## src/sv/semaphore_wait_queue_table_macros.svh

```systemverilog
// Assertion macros shared by the semaphore wait-queue table modules.
`ifndef SEMAPHORE_WAIT_QUEUE_TABLE_MACROS_SVH
`define SEMAPHORE_WAIT_QUEUE_TABLE_MACROS_SVH
`ifndef SYNTH
// Same-cycle implication, disabled while reset is asserted.
`define SWQT_ASSERT_IMPL(label, clk, rst_n, ante, cons) \
    label: assert property (@(posedge clk) disable iff (!rst_n) (ante) |-> (cons)) \
        else $error("swqt assertion failed");
// Next-cycle implication, disabled while reset is asserted.
`define SWQT_ASSERT_NEXT(label, clk, rst_n, ante, cons) \
    label: assert property (@(posedge clk) disable iff (!rst_n) (ante) |=> (cons)) \
        else $error("swqt assertion failed");
`else
`define SWQT_ASSERT_IMPL(label, clk, rst_n, ante, cons)
`define SWQT_ASSERT_NEXT(label, clk, rst_n, ante, cons)
`endif
`endif

```

## src/sv/swqt_pkg.sv

```systemverilog
// Package with the types, codes and constants of the semaphore wait-queue table.
package swqt_pkg;

    // Field widths of the request and response transfers.
    localparam int ACTION_W  = 3;
    localparam int SEM_KEY_W = 32;
    localparam int PROC_ID_W = 5;

    // Default sizing.
    localparam int NUM_PROCS_DEF = 32;
    localparam int KEY_BITS_DEF  = 32;

    // Action codes of a request.
    typedef enum logic [ACTION_W-1:0] {
        ACT_BLOCK   = 3'd0,
        ACT_UNBLOCK = 3'd1,
        ACT_REMOVE  = 3'd2,
        ACT_QUERY   = 3'd3,
        ACT_PEEK    = 3'd4
    } t_action;

    // Controller states.
    typedef enum logic [4:0] {
        S_IDLE,
        S_DECODE,
        S_SCAN_INIT,
        S_SCAN,
        S_FULL,
        S_H_RD,
        S_H_USE,
        S_U_RD1,
        S_U_RD2,
        S_U_CHK,
        S_U_WALK,
        S_U_END,
        S_B_TAIL,
        S_B_LINK,
        S_B_NEW,
        S_B_FIN,
        S_DONE
    } t_state;

    // Datapath operations issued by the controller.
    typedef enum logic [4:0] {
        OP_NONE,
        OP_LOAD,
        OP_SET_QUERY,
        OP_SET_REMOVE,
        OP_SCAN_INIT,
        OP_SCAN,
        OP_SET_FULL,
        OP_HEAD_RD,
        OP_HEAD_USE,
        OP_U_RD1,
        OP_U_RD2,
        OP_U_CHK,
        OP_U_WALK,
        OP_U_END,
        OP_B_TAIL,
        OP_B_LINK,
        OP_B_NEW,
        OP_B_FIN,
        OP_OUT
    } t_op;

    // Command from controller to datapath.
    typedef struct packed {
        logic in_ready;
        t_op  op;
    } t_dp_cmd;

    // Status from datapath to controller.
    typedef struct packed {
        logic                in_valid;
        logic [ACTION_W-1:0] action;
        logic                key_zero;
        logic                pid_ok;
        logic                waiting_p;
        logic                scan_done;
        logic                match;
        logic                free_ok;
        logic                head_is_p;
        logic                nx_is_p;
        logic                cur_is_tail;
        logic                walk_limit;
        logic                out_free;
    } t_dp_sts;

endpackage

```

## src/sv/swqt_if.sv

```systemverilog
// Request and response channel interfaces of the semaphore wait-queue table.
interface swqt_in_if;
    logic                            valid;
    logic                            ready;
    logic [swqt_pkg::ACTION_W-1:0]   action;
    logic [swqt_pkg::SEM_KEY_W-1:0]  sem_key;
    logic [swqt_pkg::PROC_ID_W-1:0]  proc_id;

    modport source (output valid, output action, output sem_key, output proc_id, input ready);
    modport sink   (input valid, input action, input sem_key, input proc_id, output ready);
endinterface

interface swqt_out_if;
    logic                            valid;
    logic                            ready;
    logic                            status;
    logic                            found;
    logic [swqt_pkg::PROC_ID_W-1:0]  proc_out;

    modport source (output valid, output status, output found, output proc_out, input ready);
    modport sink   (input valid, input status, input found, input proc_out, output ready);
endinterface

```

## src/sv/swqt_ram.sv

```systemverilog
// Generic single-write, single-read RAM with registered read data.
module swqt_ram #(
    parameter int WIDTH = 8,
    parameter int DEPTH = 32
) (
    input  logic                     i_clk,
    input  logic                     i_we,
    input  logic [$clog2(DEPTH)-1:0] i_waddr,
    input  logic [WIDTH-1:0]         i_wdata,
    input  logic [$clog2(DEPTH)-1:0] i_raddr,
    output logic [WIDTH-1:0]         o_rdata
);
    logic [WIDTH-1:0] r_mem [DEPTH];
    logic [WIDTH-1:0] r_rdata;

    // Write port and registered read port.
    always_ff @(posedge i_clk) begin
        if (i_we) begin
            r_mem[i_waddr] <= i_wdata;
        end
        r_rdata <= r_mem[i_raddr];
    end

    assign o_rdata = r_rdata;
endmodule

```

## src/sv/swqt_datapath.sv

```systemverilog
// Datapath of the semaphore wait-queue table: descriptor and queue stores, scan and walk.
`include "semaphore_wait_queue_table_macros.svh"
module swqt_datapath #(
    parameter int NUM_PROCS = swqt_pkg::NUM_PROCS_DEF,
    parameter int KEY_BITS  = swqt_pkg::KEY_BITS_DEF
) (
    input  logic               i_clk,
    input  logic               i_rst_n,
    swqt_in_if.sink            i_in,
    swqt_out_if.source         o_out,
    input  swqt_pkg::t_dp_cmd  i_cmd,
    output swqt_pkg::t_dp_sts  o_sts
);
    localparam int PW   = $clog2(NUM_PROCS);
    localparam int CW   = $clog2(NUM_PROCS + 1);
    localparam int PIDW = swqt_pkg::PROC_ID_W;
    localparam logic [CW-1:0] CNT_END  = CW'(NUM_PROCS);
    localparam logic [PW-1:0] LAST_IDX = PW'(NUM_PROCS - 1);

    // Latched request.
    logic [swqt_pkg::ACTION_W-1:0] r_action;
    logic [KEY_BITS-1:0]           r_key;
    logic                          r_pid_ok;
    logic [PW-1:0]                 r_p;

    // Unlink and walk state.
    logic [PW-1:0] r_d;
    logic [PW-1:0] r_pnext;
    logic [PW-1:0] r_cur;
    logic [PW-1:0] r_tail;
    logic [PW-1:0] r_walk;

    // Key scan state.
    logic [CW-1:0] r_cnt;
    logic          r_chk_v;
    logic [PW-1:0] r_chk_idx;
    logic          r_match_v;
    logic [PW-1:0] r_match_idx;
    logic          r_free_v;
    logic [PW-1:0] r_free_idx;

    // Result under construction and output register.
    logic          r_res_status;
    logic          r_res_found;
    logic [PW-1:0] r_res_pout;
    logic          r_out_valid;
    logic          r_out_status;
    logic          r_out_found;
    logic [PIDW-1:0] r_out_pout;

    // Per-entry flags.
    logic [NUM_PROCS-1:0] r_active;
    logic [NUM_PROCS-1:0] r_waiting;

    // RAM ports.
    logic                key_we;
    logic [PW-1:0]       key_waddr, key_raddr;
    logic [KEY_BITS-1:0] key_wdata, key_q;
    logic                head_we, tail_we, next_we, desc_we;
    logic [PW-1:0]       head_waddr, head_wdata, head_raddr, head_q;
    logic [PW-1:0]       tail_waddr, tail_wdata, tail_raddr, tail_q;
    logic [PW-1:0]       next_waddr, next_wdata, next_raddr, next_q;
    logic [PW-1:0]       desc_waddr, desc_wdata, desc_raddr, desc_q;

    swqt_ram #(.WIDTH(KEY_BITS), .DEPTH(NUM_PROCS)) u_key_ram (
        .i_clk(i_clk), .i_we(key_we), .i_waddr(key_waddr), .i_wdata(key_wdata),
        .i_raddr(key_raddr), .o_rdata(key_q)
    );
    swqt_ram #(.WIDTH(PW), .DEPTH(NUM_PROCS)) u_head_ram (
        .i_clk(i_clk), .i_we(head_we), .i_waddr(head_waddr), .i_wdata(head_wdata),
        .i_raddr(head_raddr), .o_rdata(head_q)
    );
    swqt_ram #(.WIDTH(PW), .DEPTH(NUM_PROCS)) u_tail_ram (
        .i_clk(i_clk), .i_we(tail_we), .i_waddr(tail_waddr), .i_wdata(tail_wdata),
        .i_raddr(tail_raddr), .o_rdata(tail_q)
    );
    swqt_ram #(.WIDTH(PW), .DEPTH(NUM_PROCS)) u_next_ram (
        .i_clk(i_clk), .i_we(next_we), .i_waddr(next_waddr), .i_wdata(next_wdata),
        .i_raddr(next_raddr), .o_rdata(next_q)
    );
    swqt_ram #(.WIDTH(PW), .DEPTH(NUM_PROCS)) u_desc_ram (
        .i_clk(i_clk), .i_we(desc_we), .i_waddr(desc_waddr), .i_wdata(desc_wdata),
        .i_raddr(desc_raddr), .o_rdata(desc_q)
    );

    // RAM addressing and writes for each operation.
    always_comb begin
        key_we     = 1'b0;
        key_waddr  = r_free_idx;
        key_wdata  = r_key;
        key_raddr  = r_cnt[PW-1:0];
        head_we    = 1'b0;
        head_waddr = r_d;
        head_wdata = r_pnext;
        head_raddr = r_match_idx;
        tail_we    = 1'b0;
        tail_waddr = r_d;
        tail_wdata = r_p;
        tail_raddr = r_match_idx;
        next_we    = 1'b0;
        next_waddr = r_p;
        next_wdata = r_p;
        next_raddr = r_p;
        desc_we    = 1'b0;
        desc_waddr = r_p;
        desc_wdata = r_d;
        desc_raddr = r_p;
        unique case (i_cmd.op)
            swqt_pkg::OP_U_RD2: begin
                head_raddr = desc_q;
                tail_raddr = desc_q;
            end
            swqt_pkg::OP_U_CHK: begin
                next_raddr = head_q;
                if (head_q == r_p && tail_q != r_p) begin
                    head_we = 1'b1;
                end
            end
            swqt_pkg::OP_U_WALK: begin
                next_raddr = next_q;
                if (next_q == r_p) begin
                    next_we    = 1'b1;
                    next_waddr = r_cur;
                    next_wdata = r_pnext;
                    if (r_tail == r_p) begin
                        tail_we    = 1'b1;
                        tail_wdata = r_cur;
                    end
                end
            end
            swqt_pkg::OP_B_LINK: begin
                next_we    = 1'b1;
                next_waddr = tail_q;
                tail_we    = 1'b1;
            end
            swqt_pkg::OP_B_NEW: begin
                key_we     = 1'b1;
                head_we    = 1'b1;
                head_waddr = r_free_idx;
                head_wdata = r_p;
                tail_we    = 1'b1;
                tail_waddr = r_free_idx;
            end
            swqt_pkg::OP_B_FIN: begin
                next_we = 1'b1;
                desc_we = 1'b1;
            end
            default: begin
            end
        endcase
    end

    // Control flags: descriptor pool, blocked processes, scan pipe, output valid.
    always_ff @(posedge i_clk) begin
        if (!i_rst_n) begin
            r_active    <= '0;
            r_waiting   <= '0;
            r_chk_v     <= 1'b0;
            r_out_valid <= 1'b0;
        end else begin
            unique case (i_cmd.op)
                swqt_pkg::OP_SCAN_INIT: r_chk_v <= 1'b0;
                swqt_pkg::OP_SCAN:      r_chk_v <= (r_cnt != CNT_END);
                swqt_pkg::OP_U_CHK: begin
                    if (head_q == r_p && tail_q == r_p) begin
                        r_active[r_d] <= 1'b0;
                    end
                end
                swqt_pkg::OP_U_END: r_waiting[r_p]      <= 1'b0;
                swqt_pkg::OP_B_NEW: r_active[r_free_idx] <= 1'b1;
                swqt_pkg::OP_B_FIN: r_waiting[r_p]      <= 1'b1;
                default: begin
                end
            endcase
            if (i_cmd.op == swqt_pkg::OP_OUT) begin
                r_out_valid <= 1'b1;
            end else if (o_out.ready) begin
                r_out_valid <= 1'b0;
            end
        end
    end

    // Payload registers.
    always_ff @(posedge i_clk) begin
        unique case (i_cmd.op)
            swqt_pkg::OP_LOAD: begin
                r_action     <= i_in.action;
                r_key        <= KEY_BITS'(i_in.sem_key);
                r_pid_ok     <= 32'(i_in.proc_id) < 32'(NUM_PROCS);
                r_p          <= PW'(i_in.proc_id);
                r_res_status <= 1'b0;
                r_res_found  <= 1'b0;
                r_res_pout   <= '0;
            end
            swqt_pkg::OP_SET_QUERY:  r_res_found <= r_pid_ok && r_waiting[r_p];
            swqt_pkg::OP_SET_REMOVE: begin
                r_res_found <= 1'b1;
                r_res_pout  <= r_p;
            end
            swqt_pkg::OP_SCAN_INIT: begin
                r_cnt     <= '0;
                r_match_v <= 1'b0;
                r_free_v  <= 1'b0;
            end
            swqt_pkg::OP_SCAN: begin
                if (r_cnt != CNT_END) begin
                    r_cnt     <= r_cnt + 1'b1;
                    r_chk_idx <= r_cnt[PW-1:0];
                end
                // Compare the entry read in the previous cycle.
                if (r_chk_v) begin
                    if (r_active[r_chk_idx] && key_q == r_key && !r_match_v) begin
                        r_match_v   <= 1'b1;
                        r_match_idx <= r_chk_idx;
                    end
                    if (!r_active[r_chk_idx] && !r_free_v) begin
                        r_free_v   <= 1'b1;
                        r_free_idx <= r_chk_idx;
                    end
                end
            end
            swqt_pkg::OP_SET_FULL: r_res_status <= 1'b1;
            swqt_pkg::OP_HEAD_USE: begin
                r_res_found <= 1'b1;
                r_res_pout  <= head_q;
                r_p         <= head_q;
            end
            swqt_pkg::OP_U_RD2: begin
                r_d     <= desc_q;
                r_pnext <= next_q;
            end
            swqt_pkg::OP_U_CHK: begin
                r_cur  <= head_q;
                r_tail <= tail_q;
                r_walk <= '0;
            end
            swqt_pkg::OP_U_WALK: begin
                r_cur  <= next_q;
                r_walk <= r_walk + 1'b1;
            end
            swqt_pkg::OP_B_TAIL: r_d <= r_match_idx;
            swqt_pkg::OP_B_NEW:  r_d <= r_free_idx;
            swqt_pkg::OP_OUT: begin
                r_out_status <= r_res_status;
                r_out_found  <= r_res_found;
                r_out_pout   <= PIDW'(r_res_pout);
            end
            default: begin
            end
        endcase
    end

    // Status to the controller.
    always_comb begin
        o_sts.in_valid    = i_in.valid;
        o_sts.action      = r_action;
        o_sts.key_zero    = (r_key == '0);
        o_sts.pid_ok      = r_pid_ok;
        o_sts.waiting_p   = r_waiting[r_p];
        o_sts.scan_done   = (r_cnt == CNT_END) && !r_chk_v;
        o_sts.match       = r_match_v;
        o_sts.free_ok     = r_free_v;
        o_sts.head_is_p   = (head_q == r_p);
        o_sts.nx_is_p     = (next_q == r_p);
        o_sts.cur_is_tail = (r_cur == r_tail);
        o_sts.walk_limit  = (r_walk == LAST_IDX);
        o_sts.out_free    = !r_out_valid || o_out.ready;
    end

    assign i_in.ready     = i_cmd.in_ready;
    assign o_out.valid    = r_out_valid;
    assign o_out.status   = r_out_status;
    assign o_out.found    = r_out_found;
    assign o_out.proc_out = r_out_pout;

    `SWQT_ASSERT_NEXT(a_fin_sets_wait, i_clk, i_rst_n, i_cmd.op == swqt_pkg::OP_B_FIN, r_waiting[$past(r_p)])
    `SWQT_ASSERT_NEXT(a_new_takes_desc, i_clk, i_rst_n, i_cmd.op == swqt_pkg::OP_B_NEW, r_active[$past(r_free_idx)])
    `SWQT_ASSERT_IMPL(a_out_slot_free, i_clk, i_rst_n, i_cmd.op == swqt_pkg::OP_OUT, !r_out_valid || o_out.ready)
endmodule

```

## src/sv/swqt_ctrl.sv

```systemverilog
// Controller state machine of the semaphore wait-queue table.
`include "semaphore_wait_queue_table_macros.svh"
module swqt_ctrl (
    input  logic               i_clk,
    input  logic               i_rst_n,
    input  swqt_pkg::t_dp_sts  i_sts,
    output swqt_pkg::t_dp_cmd  o_cmd
);
    swqt_pkg::t_state r_state, n_state;

    // State register.
    always_ff @(posedge i_clk) begin
        if (!i_rst_n) begin
            r_state <= swqt_pkg::S_IDLE;
        end else begin
            r_state <= n_state;
        end
    end

    // Next state and datapath commands.
    always_comb begin
        n_state        = r_state;
        o_cmd.in_ready = 1'b0;
        o_cmd.op       = swqt_pkg::OP_NONE;
        unique case (r_state)
            swqt_pkg::S_IDLE: begin
                o_cmd.in_ready = 1'b1;
                if (i_sts.in_valid) begin
                    o_cmd.op = swqt_pkg::OP_LOAD;
                    n_state  = swqt_pkg::S_DECODE;
                end
            end
            swqt_pkg::S_DECODE: begin
                n_state = swqt_pkg::S_DONE;
                unique case (i_sts.action)
                    swqt_pkg::ACT_BLOCK: begin
                        if (!i_sts.key_zero && i_sts.pid_ok) begin
                            n_state = i_sts.waiting_p ? swqt_pkg::S_U_RD1
                                                      : swqt_pkg::S_SCAN_INIT;
                        end
                    end
                    swqt_pkg::ACT_UNBLOCK, swqt_pkg::ACT_PEEK: begin
                        if (!i_sts.key_zero) begin
                            n_state = swqt_pkg::S_SCAN_INIT;
                        end
                    end
                    swqt_pkg::ACT_REMOVE: begin
                        if (i_sts.pid_ok && i_sts.waiting_p) begin
                            o_cmd.op = swqt_pkg::OP_SET_REMOVE;
                            n_state  = swqt_pkg::S_U_RD1;
                        end
                    end
                    swqt_pkg::ACT_QUERY: o_cmd.op = swqt_pkg::OP_SET_QUERY;
                    default: begin
                    end
                endcase
            end
            swqt_pkg::S_SCAN_INIT: begin
                o_cmd.op = swqt_pkg::OP_SCAN_INIT;
                n_state  = swqt_pkg::S_SCAN;
            end
            swqt_pkg::S_SCAN: begin
                o_cmd.op = swqt_pkg::OP_SCAN;
                if (i_sts.scan_done) begin
                    if (i_sts.action == swqt_pkg::ACT_BLOCK) begin
                        priority if (i_sts.match) n_state = swqt_pkg::S_B_TAIL;
                        else if (i_sts.free_ok)   n_state = swqt_pkg::S_B_NEW;
                        else                      n_state = swqt_pkg::S_FULL;
                    end else begin
                        n_state = i_sts.match ? swqt_pkg::S_H_RD : swqt_pkg::S_DONE;
                    end
                end
            end
            swqt_pkg::S_FULL: begin
                o_cmd.op = swqt_pkg::OP_SET_FULL;
                n_state  = swqt_pkg::S_DONE;
            end
            swqt_pkg::S_H_RD: begin
                o_cmd.op = swqt_pkg::OP_HEAD_RD;
                n_state  = swqt_pkg::S_H_USE;
            end
            swqt_pkg::S_H_USE: begin
                o_cmd.op = swqt_pkg::OP_HEAD_USE;
                n_state  = (i_sts.action == swqt_pkg::ACT_UNBLOCK) ? swqt_pkg::S_U_RD1
                                                                   : swqt_pkg::S_DONE;
            end
            swqt_pkg::S_U_RD1: begin
                o_cmd.op = swqt_pkg::OP_U_RD1;
                n_state  = swqt_pkg::S_U_RD2;
            end
            swqt_pkg::S_U_RD2: begin
                o_cmd.op = swqt_pkg::OP_U_RD2;
                n_state  = swqt_pkg::S_U_CHK;
            end
            swqt_pkg::S_U_CHK: begin
                o_cmd.op = swqt_pkg::OP_U_CHK;
                n_state  = i_sts.head_is_p ? swqt_pkg::S_U_END : swqt_pkg::S_U_WALK;
            end
            swqt_pkg::S_U_WALK: begin
                o_cmd.op = swqt_pkg::OP_U_WALK;
                if (i_sts.nx_is_p || i_sts.cur_is_tail || i_sts.walk_limit) begin
                    n_state = swqt_pkg::S_U_END;
                end
            end
            swqt_pkg::S_U_END: begin
                o_cmd.op = swqt_pkg::OP_U_END;
                n_state  = (i_sts.action == swqt_pkg::ACT_BLOCK) ? swqt_pkg::S_SCAN_INIT
                                                                 : swqt_pkg::S_DONE;
            end
            swqt_pkg::S_B_TAIL: begin
                o_cmd.op = swqt_pkg::OP_B_TAIL;
                n_state  = swqt_pkg::S_B_LINK;
            end
            swqt_pkg::S_B_LINK: begin
                o_cmd.op = swqt_pkg::OP_B_LINK;
                n_state  = swqt_pkg::S_B_FIN;
            end
            swqt_pkg::S_B_NEW: begin
                o_cmd.op = swqt_pkg::OP_B_NEW;
                n_state  = swqt_pkg::S_B_FIN;
            end
            swqt_pkg::S_B_FIN: begin
                o_cmd.op = swqt_pkg::OP_B_FIN;
                n_state  = swqt_pkg::S_DONE;
            end
            swqt_pkg::S_DONE: begin
                if (i_sts.out_free) begin
                    o_cmd.op = swqt_pkg::OP_OUT;
                    n_state  = swqt_pkg::S_IDLE;
                end
            end
            default: n_state = swqt_pkg::S_IDLE;
        endcase
    end

    `SWQT_ASSERT_NEXT(a_accept_to_decode, i_clk, i_rst_n, r_state == swqt_pkg::S_IDLE && i_sts.in_valid, r_state == swqt_pkg::S_DECODE)
    `SWQT_ASSERT_NEXT(a_done_to_idle, i_clk, i_rst_n, r_state == swqt_pkg::S_DONE && i_sts.out_free, r_state == swqt_pkg::S_IDLE)
    `SWQT_ASSERT_IMPL(a_scan_ends_known, i_clk, i_rst_n, r_state == swqt_pkg::S_FULL, !i_sts.match && !i_sts.free_ok)
endmodule

```

## src/sv/semaphore_wait_queue_table.sv

```systemverilog
// Top level of the semaphore wait-queue table.
// One request is handled at a time and gives exactly one response. Query and
// invalid requests go from decode straight to the response; unblock, peek and
// block of a process that is not waiting run a key scan that reads the key RAM
// one descriptor per cycle. Unblock, remove and a block of an already waiting
// process add an unlink that walks the singly linked queue one entry per cycle
// through the next-pointer RAM. A finished response sits in an output register
// while the next request is taken; no clearing pass is needed after reset.
module semaphore_wait_queue_table #(
    parameter int NUM_PROCS = swqt_pkg::NUM_PROCS_DEF,
    parameter int KEY_BITS  = swqt_pkg::KEY_BITS_DEF
) (
    input  logic       i_clk,
    input  logic       i_rst_n,
    swqt_in_if.sink    i_in,
    swqt_out_if.source o_out
);
    swqt_pkg::t_dp_cmd cmd;
    swqt_pkg::t_dp_sts sts;

    swqt_ctrl u_ctrl (
        .i_clk   (i_clk),
        .i_rst_n (i_rst_n),
        .i_sts   (sts),
        .o_cmd   (cmd)
    );

    swqt_datapath #(
        .NUM_PROCS (NUM_PROCS),
        .KEY_BITS  (KEY_BITS)
    ) u_datapath (
        .i_clk   (i_clk),
        .i_rst_n (i_rst_n),
        .i_in    (i_in),
        .o_out   (o_out),
        .i_cmd   (cmd),
        .o_sts   (sts)
    );
endmodule

```

## src/flat_wrapper.sv

```systemverilog
// flat-port wrapper written by rule: the top's interface ports become plain ports
module semaphore_wait_queue_table_flat 
#(
    parameter int NUM_PROCS = swqt_pkg::NUM_PROCS_DEF,
    parameter int KEY_BITS  = swqt_pkg::KEY_BITS_DEF
)
  (i_clk, i_rst_n, i_in_valid, i_in_action, i_in_sem_key, i_in_proc_id, i_in_ready, o_out_valid, o_out_status, o_out_found, o_out_proc_out, o_out_ready);
  swqt_in_if i_in_i ();
  swqt_out_if o_out_i ();
  input  logic i_clk;
  input  logic i_rst_n;
  input wire logic [$bits(i_in_i.valid)-1:0] i_in_valid;
  input wire logic [$bits(i_in_i.action)-1:0] i_in_action;
  input wire logic [$bits(i_in_i.sem_key)-1:0] i_in_sem_key;
  input wire logic [$bits(i_in_i.proc_id)-1:0] i_in_proc_id;
  output wire logic [$bits(i_in_i.ready)-1:0] i_in_ready;
  output wire logic [$bits(o_out_i.valid)-1:0] o_out_valid;
  output wire logic [$bits(o_out_i.status)-1:0] o_out_status;
  output wire logic [$bits(o_out_i.found)-1:0] o_out_found;
  output wire logic [$bits(o_out_i.proc_out)-1:0] o_out_proc_out;
  input wire logic [$bits(o_out_i.ready)-1:0] o_out_ready;
  assign i_in_i.valid = i_in_valid;
  assign i_in_i.action = i_in_action;
  assign i_in_i.sem_key = i_in_sem_key;
  assign i_in_i.proc_id = i_in_proc_id;
  assign i_in_ready = i_in_i.ready;
  assign o_out_valid = o_out_i.valid;
  assign o_out_status = o_out_i.status;
  assign o_out_found = o_out_i.found;
  assign o_out_proc_out = o_out_i.proc_out;
  assign o_out_i.ready = o_out_ready;
  semaphore_wait_queue_table #(.NUM_PROCS(NUM_PROCS), .KEY_BITS(KEY_BITS)) u_core (.i_clk(i_clk), .i_rst_n(i_rst_n), .i_in(i_in_i), .o_out(o_out_i));
endmodule
```

## config.mk

```make
export PLATFORM = sky130hd
export DESIGN_NAME = semaphore_wait_queue_table_flat
export DESIGN_NICKNAME = d
export VERILOG_FILES = /design/src/sv/swqt_pkg.sv /design/src/sv/swqt_if.sv /design/src/sv/swqt_ram.sv /design/src/sv/swqt_datapath.sv /design/src/sv/swqt_ctrl.sv /design/src/sv/semaphore_wait_queue_table.sv /design/src/flat_wrapper.sv
export VERILOG_INCLUDE_DIRS = /design/src /design/src/sv
export SDC_FILE = /design/constraint.sdc
export NUM_CORES = 2
export LEC_CHECK = 0
export BUFFER_PORTS_ARGS = -buffer_cell sky130_fd_sc_hd__buf_2
export CAP_MARGIN = 20
export CORE_UTILIZATION = 50
export DETAILED_ROUTE_END_ITERATION = 10
export GPL_TIMING_DRIVEN = 0
export HOLD_SLACK_MARGIN = 0.08
export PLACE_DENSITY = 0.7
export REMOVE_ABC_BUFFERS = 1
export SYNTH_ARGS = -nofsm -noshare
export SYNTH_HDL_FRONTEND = slang
export SYNTH_SLANG_ARGS = --single-unit
```

## constraint.sdc

```tcl
create_clock -name i_clk -period 3.2 [get_ports i_clk]
set_input_delay 0.32 -clock i_clk [delete_from_list [all_inputs] [get_ports i_clk]]
set_output_delay 0.32 -clock i_clk [all_outputs]
set_load 0.01 [all_outputs]
```

======== Word-level counts from Yosys, hierarchy flattened ========
Memories as Yosys holds them, arrays and structs flattened. A register that Yosys moved wholly into a read port is not among the register bits.
Index checks and enable logic that the tools add are counted.
word-level totals
  bits in registers ....................... 173
  memory bits (writable) .................. 1,664
  bits of input ports ..................... 44
  output and inout bits ................... 9
  logic and storage cells ................. 228
  memories kept ........................... 5
memories
  memory                              depth  width  read ports  clocked after memory_dff  write ports  line            RTL
  u_core.u_datapath.u_key_ram.r_mem   32     32     1           1                         1            swqt_ram.sv:13  logic [WIDTH-1:0] r_mem [DEPTH];
  u_core.u_datapath.u_desc_ram.r_mem  32     5      1           1                         1            swqt_ram.sv:13
  u_core.u_datapath.u_head_ram.r_mem  32     5      1           1                         1            swqt_ram.sv:13
  u_core.u_datapath.u_next_ram.r_mem  32     5      1           1                         1            swqt_ram.sv:13
  u_core.u_datapath.u_tail_ram.r_mem  32     5      1           1                         1            swqt_ram.sv:13
operators by class
  $add $sub $neg .......................... 2
  magnitude comparators ................... 7
  equal/unequal tests ..................... 55
  muxes and demuxes ....................... 84
  bitwise gates (word level) .............. 6
  reduce and logical (&&, ||, !) cells .... 44
operator list
  operator            number
  $pmux 32 s2         2
  $mux 5              21
  $pmux 5 s17         1
  $eq 5x4->1 const B  15
  $pmux 5 s15         1
  $and 32x32->32      2
  $not 32->32         2
  $or 32x32->32       2
  $pmux 5 s2          5
  $pmux 5 s3          3
  $eq 5x3->1 const B  7
  $eq 32x32->1        1
  $logic_not 32->1    1
  $mux 32             1
  $mux 1              30
  $eq 5x5->1          5
  $eq 5x5->1 const B  5
  $lt 5x6->1 const B  4
  $eq 5x2->1 const B  4
  $demux 1 s5         3
  $ge 5x1->1 const B  3
  $ne 2x2->1 const B  7
  $pmux 1 s2          7
  $reduce_bool 2->1   7
  other kinds (28)    59

======== Depth between registers and ports, before layout ========
  depth in word-level cells ............... 10
  depth in mapped cells ................... 12
  mapped depth without buffers ............ 9

======== By module ========
From an unflattened synthesis, not the netlist that was laid out.
unflattened totals
  cells, all modules ...................... 4,336
  area total of the unflattened synthesis .. 75,486.1 sq um
by module, submodules not included
  module                                        instances  cells each  area an instance (sq um)  sequential area each (sq um)
  swqt_ram at u_core.u_datapath.u_key_ram       1          2,260       40,485.1                  31,390.1
  swqt_ram at u_core.u_datapath.u_desc_ram ...  4          277         6,344.8                   4,904.7
  swqt_datapath                                 1          868         8,911.0                   4,384.2
  swqt_ctrl                                     1          100         710.7                     100.1

======== Worst setup path after synthesis ========
No wires, ideal clock.
  kind .................................... register to register
  start point ............................. register u_core.u_ctrl.r_state[3]
  end point ............................... memory u_core.u_datapath.u_key_ram.r_mem[29][0] (netlist name), enable pin
  setup time .............................. 422 ps
  data arrival time ....................... 2,901 ps
  required time ........................... 2,778 ps
  setup slack ............................. -123 ps
  stages on the path, launching flop included .. 9
  buffers on the path ..................... 3
  period minus slack after synthesis ...... 3,323 ps
  cells stage by stage .................... dfxtp_1 > clkbuf_1 > and3b_1 > clkbuf_1 > nand2_1 > clkbuf_1 > nor2_1 > nand2_1 > nor2_1
between the ends
  cells in the longest elaborated chain, start to end .. 6
  elaborated cells between the ends (all ways) .. 22
  classes of those cells .................. 17 x eq/ne; 4 x mux; 1 x reduce/logical
ends and longest elaborated chain
  element                             line                  RTL
  start: declaration                  swqt_ctrl.sv:9        swqt_pkg::t_state r_state, n_state;
  start signal: assignment            swqt_ctrl.sv:14       r_state <= swqt_pkg::S_IDLE;
  start signal: assignment            swqt_ctrl.sv:16       r_state <= n_state;
  $eq 5x5->1 (tied with other cells)  swqt_ctrl.sv:25       unique case (r_state)
  $pmux 5 s17 (*)                     swqt_ctrl.sv:25
  $eq 5x5->1 (*)                      swqt_datapath.sv:108  unique case (i_cmd.op)
  $mux 1 (*)                          swqt_datapath.sv:108
  $mux 1 (*)                          swqt_ram.sv:18        if (i_we) begin
  $mux 1 (implied by the code) (*)    swqt_ram.sv:19        r_mem[i_waddr] <= i_wdata;
  end: declaration                    swqt_ram.sv:13
Mark *: on every way between the ends. The rest lies on a longest branch, timed or not.

======== Final worst setup path ========
  start point ............................. register u_core.u_datapath.r_d[4] (netlist: u_core.u_datapath.desc_wdata[4])
  end point ............................... memory u_core.u_datapath.u_head_ram.r_mem[24][2] (netlist name), enable pin
between the ends
  cells in the longest elaborated chain, start to end .. 1
ends and longest elaborated chain
  element                   line                  RTL
  start: declaration        swqt_datapath.sv:27   logic [PW-1:0] r_d;
  start signal: assignment  swqt_datapath.sv:229  r_d <= desc_q;
  start signal: assignment  swqt_datapath.sv:241  swqt_pkg::OP_B_TAIL: r_d <= r_match_idx;
  start signal: assignment  swqt_datapath.sv:242  swqt_pkg::OP_B_NEW: r_d <= r_free_idx;
  $mux 5                    swqt_datapath.sv:108
  end: declaration          swqt_ram.sv:13
Every way passes these cells.

==> key figures <==
Pwr
  • P per Cell Area: 627 mW/mm2
  • Sw frac: 0.228
  • Comb power frac: 0.089
  • Pint: 0.0421 W
  • Clock power share: 0.390
  • Switching pwr: 0.0125 W
  • Seq pwr share: 0.522
  • Total power: 0.0546 W
  • Leakage: 28.0 nW
  • VDD IR-drop max: 0.677 mV

Clock network
  • Clk_lat worst skew: 840 ps
  • Worst-path clk slew: 60 ps
  • CTS max path bufs: 3
  • Clk root buf: clkbuf_16
  • CTS tree: done
  • H-tree Lvls: 4
  • Clk sinks: 1889
  • Num CTS Buffers: 184

Synthesis
  • Post-synthesis sequential area ratio: 0.754
  • Synth unique cells: 68
  • Synthesized area: 0.0736 mm2
  • Post-synth EDFFs: between 1500 and 2000
  • Synthesized instance count: 3698
  • Yosys warning total: 0
  • Async S/R FF share, synth: 0
  • #FFs+latches synth: 1889
  • Ys flop type: edfxtp_1
  • Avg Cell Area, Syn: 19.9 um2

Timing
  • Crit share post-route: 1.01
  • Worst clock skew: 48.1 ps
  • Final Max Slew Viols: 0
  • Worst Tran Pin Value: 1110 ps
  • Sum Neg Setup Slack: -342 ps
  • Fin Hold WS: 202 ps
  • Final setup margin: -31.4 ps
  • # setup viols final: 20
  • Tmin final: 3230 ps
  • Final hold vios: 0
  • Worst rel slew slack: 0.258
  • Fmax: slightly above 300 MHz
  • RSZ-0062 raised after global routing: yes

Final layout
  • Layout Nets: ~4100
  • Leading cell type in the layout, fill and taps excluded: edfxtp_1
  • Ant diodes: 0
  • Commonest non-fill, non-tap cells in the layout: edfxtp_1 (1766), mux4_2 (438), nand2_1 (188)
  • Finished Layout Cells: slightly above 6000
  • Layout cell share with drive strength beyond 1: 0.295
  • Area grow syn2layout: 18.4%

Routing
  • Max layer used: met4
  • 1st-pass router iterations: 5
  • Drc violations: 0
  • Vias/cell: 6.23
  • ANT nets after route: 0
  • WL/cell: between 20 and 30 um
  • Vias post-DR: between 30000 and 40000
  • First-iteration detailed-routing DRC count: ~4700
  • Final wirelength: between 150 and 200 mm
  • Met1 WL: 69.0 mm
  • Wire length on met2: around 86 mm
  • Met3 wire length: ~15 mm

Worst setup path
  • Crit path DAT: 3690 ps
  • Worst-path maximum fanout: 19
  • Crit. End Element: flip-flop
  • CP cell instances: nand2_1 -> o21ai_0 -> nand2_1 -> nor2_2
  • Worst path required time: 3660 ps
  • Critical-path top delay cell: edfxtp_1
  • Setup Crit Path Kind: flip-flop to flip-flop
  • Cell mode on critical path: nand2_1
  • Worst Reg-to-Reg Cells: 4
  • CP Launch Type: flip-flop
  • Max incr delay on CP: 950 ps

Hold path
  • Worst hold path class: primary input to flip-flop
  • Worst Hold Path Cells: 2

Global routing
  • Largest net degree at the start of global routing: 47
  • Gr ovfl total: 0
  • Global-route usage over all layers: 0.237
  • Initial antenna violation count: 2
  • First-pass GRT wire length: ~250 mm
  • Vias in the first global route: 37900

Floorplan
  • Die span in x: around 390 um
  • Area of the core: 0.146 mm2
  • Chip height: just under 400 um
  • I/O Pins: 53
  • Starting Density: 0.504
  • Rows: 140
  • Die Area: approximately 0.15 mm2

Placed design
  • Dpl ws: -1340 ps
  • Placed Cells: 5616
  • GPL Wtd Cong: roughly 0.86
  • Port buffer count: 52
  • Hpwl dp: 106 mm

Job
  • Max-cap viol count: 0

Status
  • Run status: finished with violations
  • Violated checks: setup timing
-- area by class of cell --
type,instances,area [um2]
multi-input cells,1615,18200
clock inverters,74,777
clock buffers,268,5190
flip-flops and latches,1889,55500
inverters,11,41.3
well taps,1917,2400
repair buffers,323,5020
fillers,9899,58800
-- cell families (layout without fill, tap and decap cells) --
| group | Yosys count | count (layout) | synth area share |
|---|---|---|---|
| simple gates | 636 | 637 | 0.0400 |
| buf+inv | 195 | 676 | 0.0123 |
| fa+ha+maj | 4 | 4 | 0.000680 |
| compound gates | 300 | 300 | 0.0268 |
| xor+xnor | 63 | 63 | 0.00750 |
| mux | 611 | 611 | 0.159 |
| flops | 1889 | 1889 | 0.754 |
-- through the flow --
step,util,instance area (um2)
6_report,0.597,87100
5_1_grt,0.597,87100
4_1_cts,0.591,86300
3_5_place_dp,0.540,78800
3_3_place_gp,0.517,75400
2_1_floorplan,-,72700
-- worst max-delay path: cells and delay by family, from the launching register on --
kind,cells,cell delay (ps)
compound gates,1,570
flops,1,950
simple gates,3,1340
-- power by group through the flow --
stage | registers [W] | logic (W) | clock network [W]
after floorplan | 0.0292 | 0.00271 | 0
after global placement | 0.0298 | 0.00379 | 0
after detailed placement | 0.0293 | 0.00411 | 0
after CTS | 0.0287 | 0.00447 | 0.0215
after global routing | 0.0285 | 0.00512 | 0.0224
final | 0.0285 | 0.00485 | 0.0213
-- final timing paths --
kind                              startpoint                                         to  slack [ps]
max          u_core.u_datapath.desc_wdata[4]  u_core.u_datapath.u_head_ram.r_mem[24][2]         -30
min                         i_in_sem_key[17]            u_core.u_datapath.key_wdata[17]         200
max reg2reg  u_core.u_datapath.desc_wdata[4]  u_core.u_datapath.u_head_ram.r_mem[24][2]         -30
min reg2reg  u_core.u_datapath.r_res_pout[1]        u_core.u_datapath.o_out.proc_out[1]         420
-- timing repair --
action                                 4_1_cts  5_1_grt
endpoints found under the hold margin       69        0
gates cloned                                 2        1
hold buffers                                44        0
buffers inserted                            59       25
pin swaps                                   21        3
gates resized for setup                    125       76
setup endpoints to repair                 2073      455
-- sequential cells by signal (all words and copies together), names as in the netlist, 6 cells and up, named ones only --
name	flops
u_core.u_datapath.r_cnt	6
u_core.u_datapath.u_key_ram.o_rdata	32
u_core.u_datapath.u_tail_ram.r_mem	160
u_core.u_datapath.key_wdata	32
u_core.u_datapath.u_desc_ram.r_mem	160
u_core.u_datapath.r_active	32
u_core.u_datapath.u_key_ram.r_mem	1024
u_core.u_datapath.u_next_ram.r_mem	160
u_core.u_datapath.u_head_ram.r_mem	160
-- synth_stat cells, types with 11 or more instances --
cell type / instances / area [um2]
nor4_1: 25 / 156
buf_1: 31 / 116
nor3_1: 21 / 105
mux2_2: 54 / 608
inv_1: 11 / 41.3
nand2b_1: 17 / 106
nand4_1: 15 / 93.8
o21ai_0: 60 / 300
a21oi_1: 66 / 330
nand3_1: 65 / 325
edfxtp_1: 1766 / 53000
nor2b_1: 12 / 75.1
mux4_2: 438 / 9860
buf_4: 12 / 90.1
nor2_1: 213 / 800
buf_2: 41 / 205
o22ai_1: 27 / 169
clkbuf_1: 91 / 342
dfxtp_1: 123 / 2460
and2_1: 12 / 75.1
xor2_1: 26 / 228
xnor2_1: 37 / 324
o21a_1: 51 / 383
mux2i_1: 119 / 1190
nand2_1: 198 / 743
and3_1: 12 / 75.1
a22oi_1: 24 / 180
-- metal layers --
metal / GRT usage / vias to the layer above
met5: 0 / -
met4: 0.0826 / 0
met3: 0.0450 / 409
met2: 0.379 / 2057
met1: 0.326 / 19700
li1: - / 15800
(Power assumes the default switching activity.)
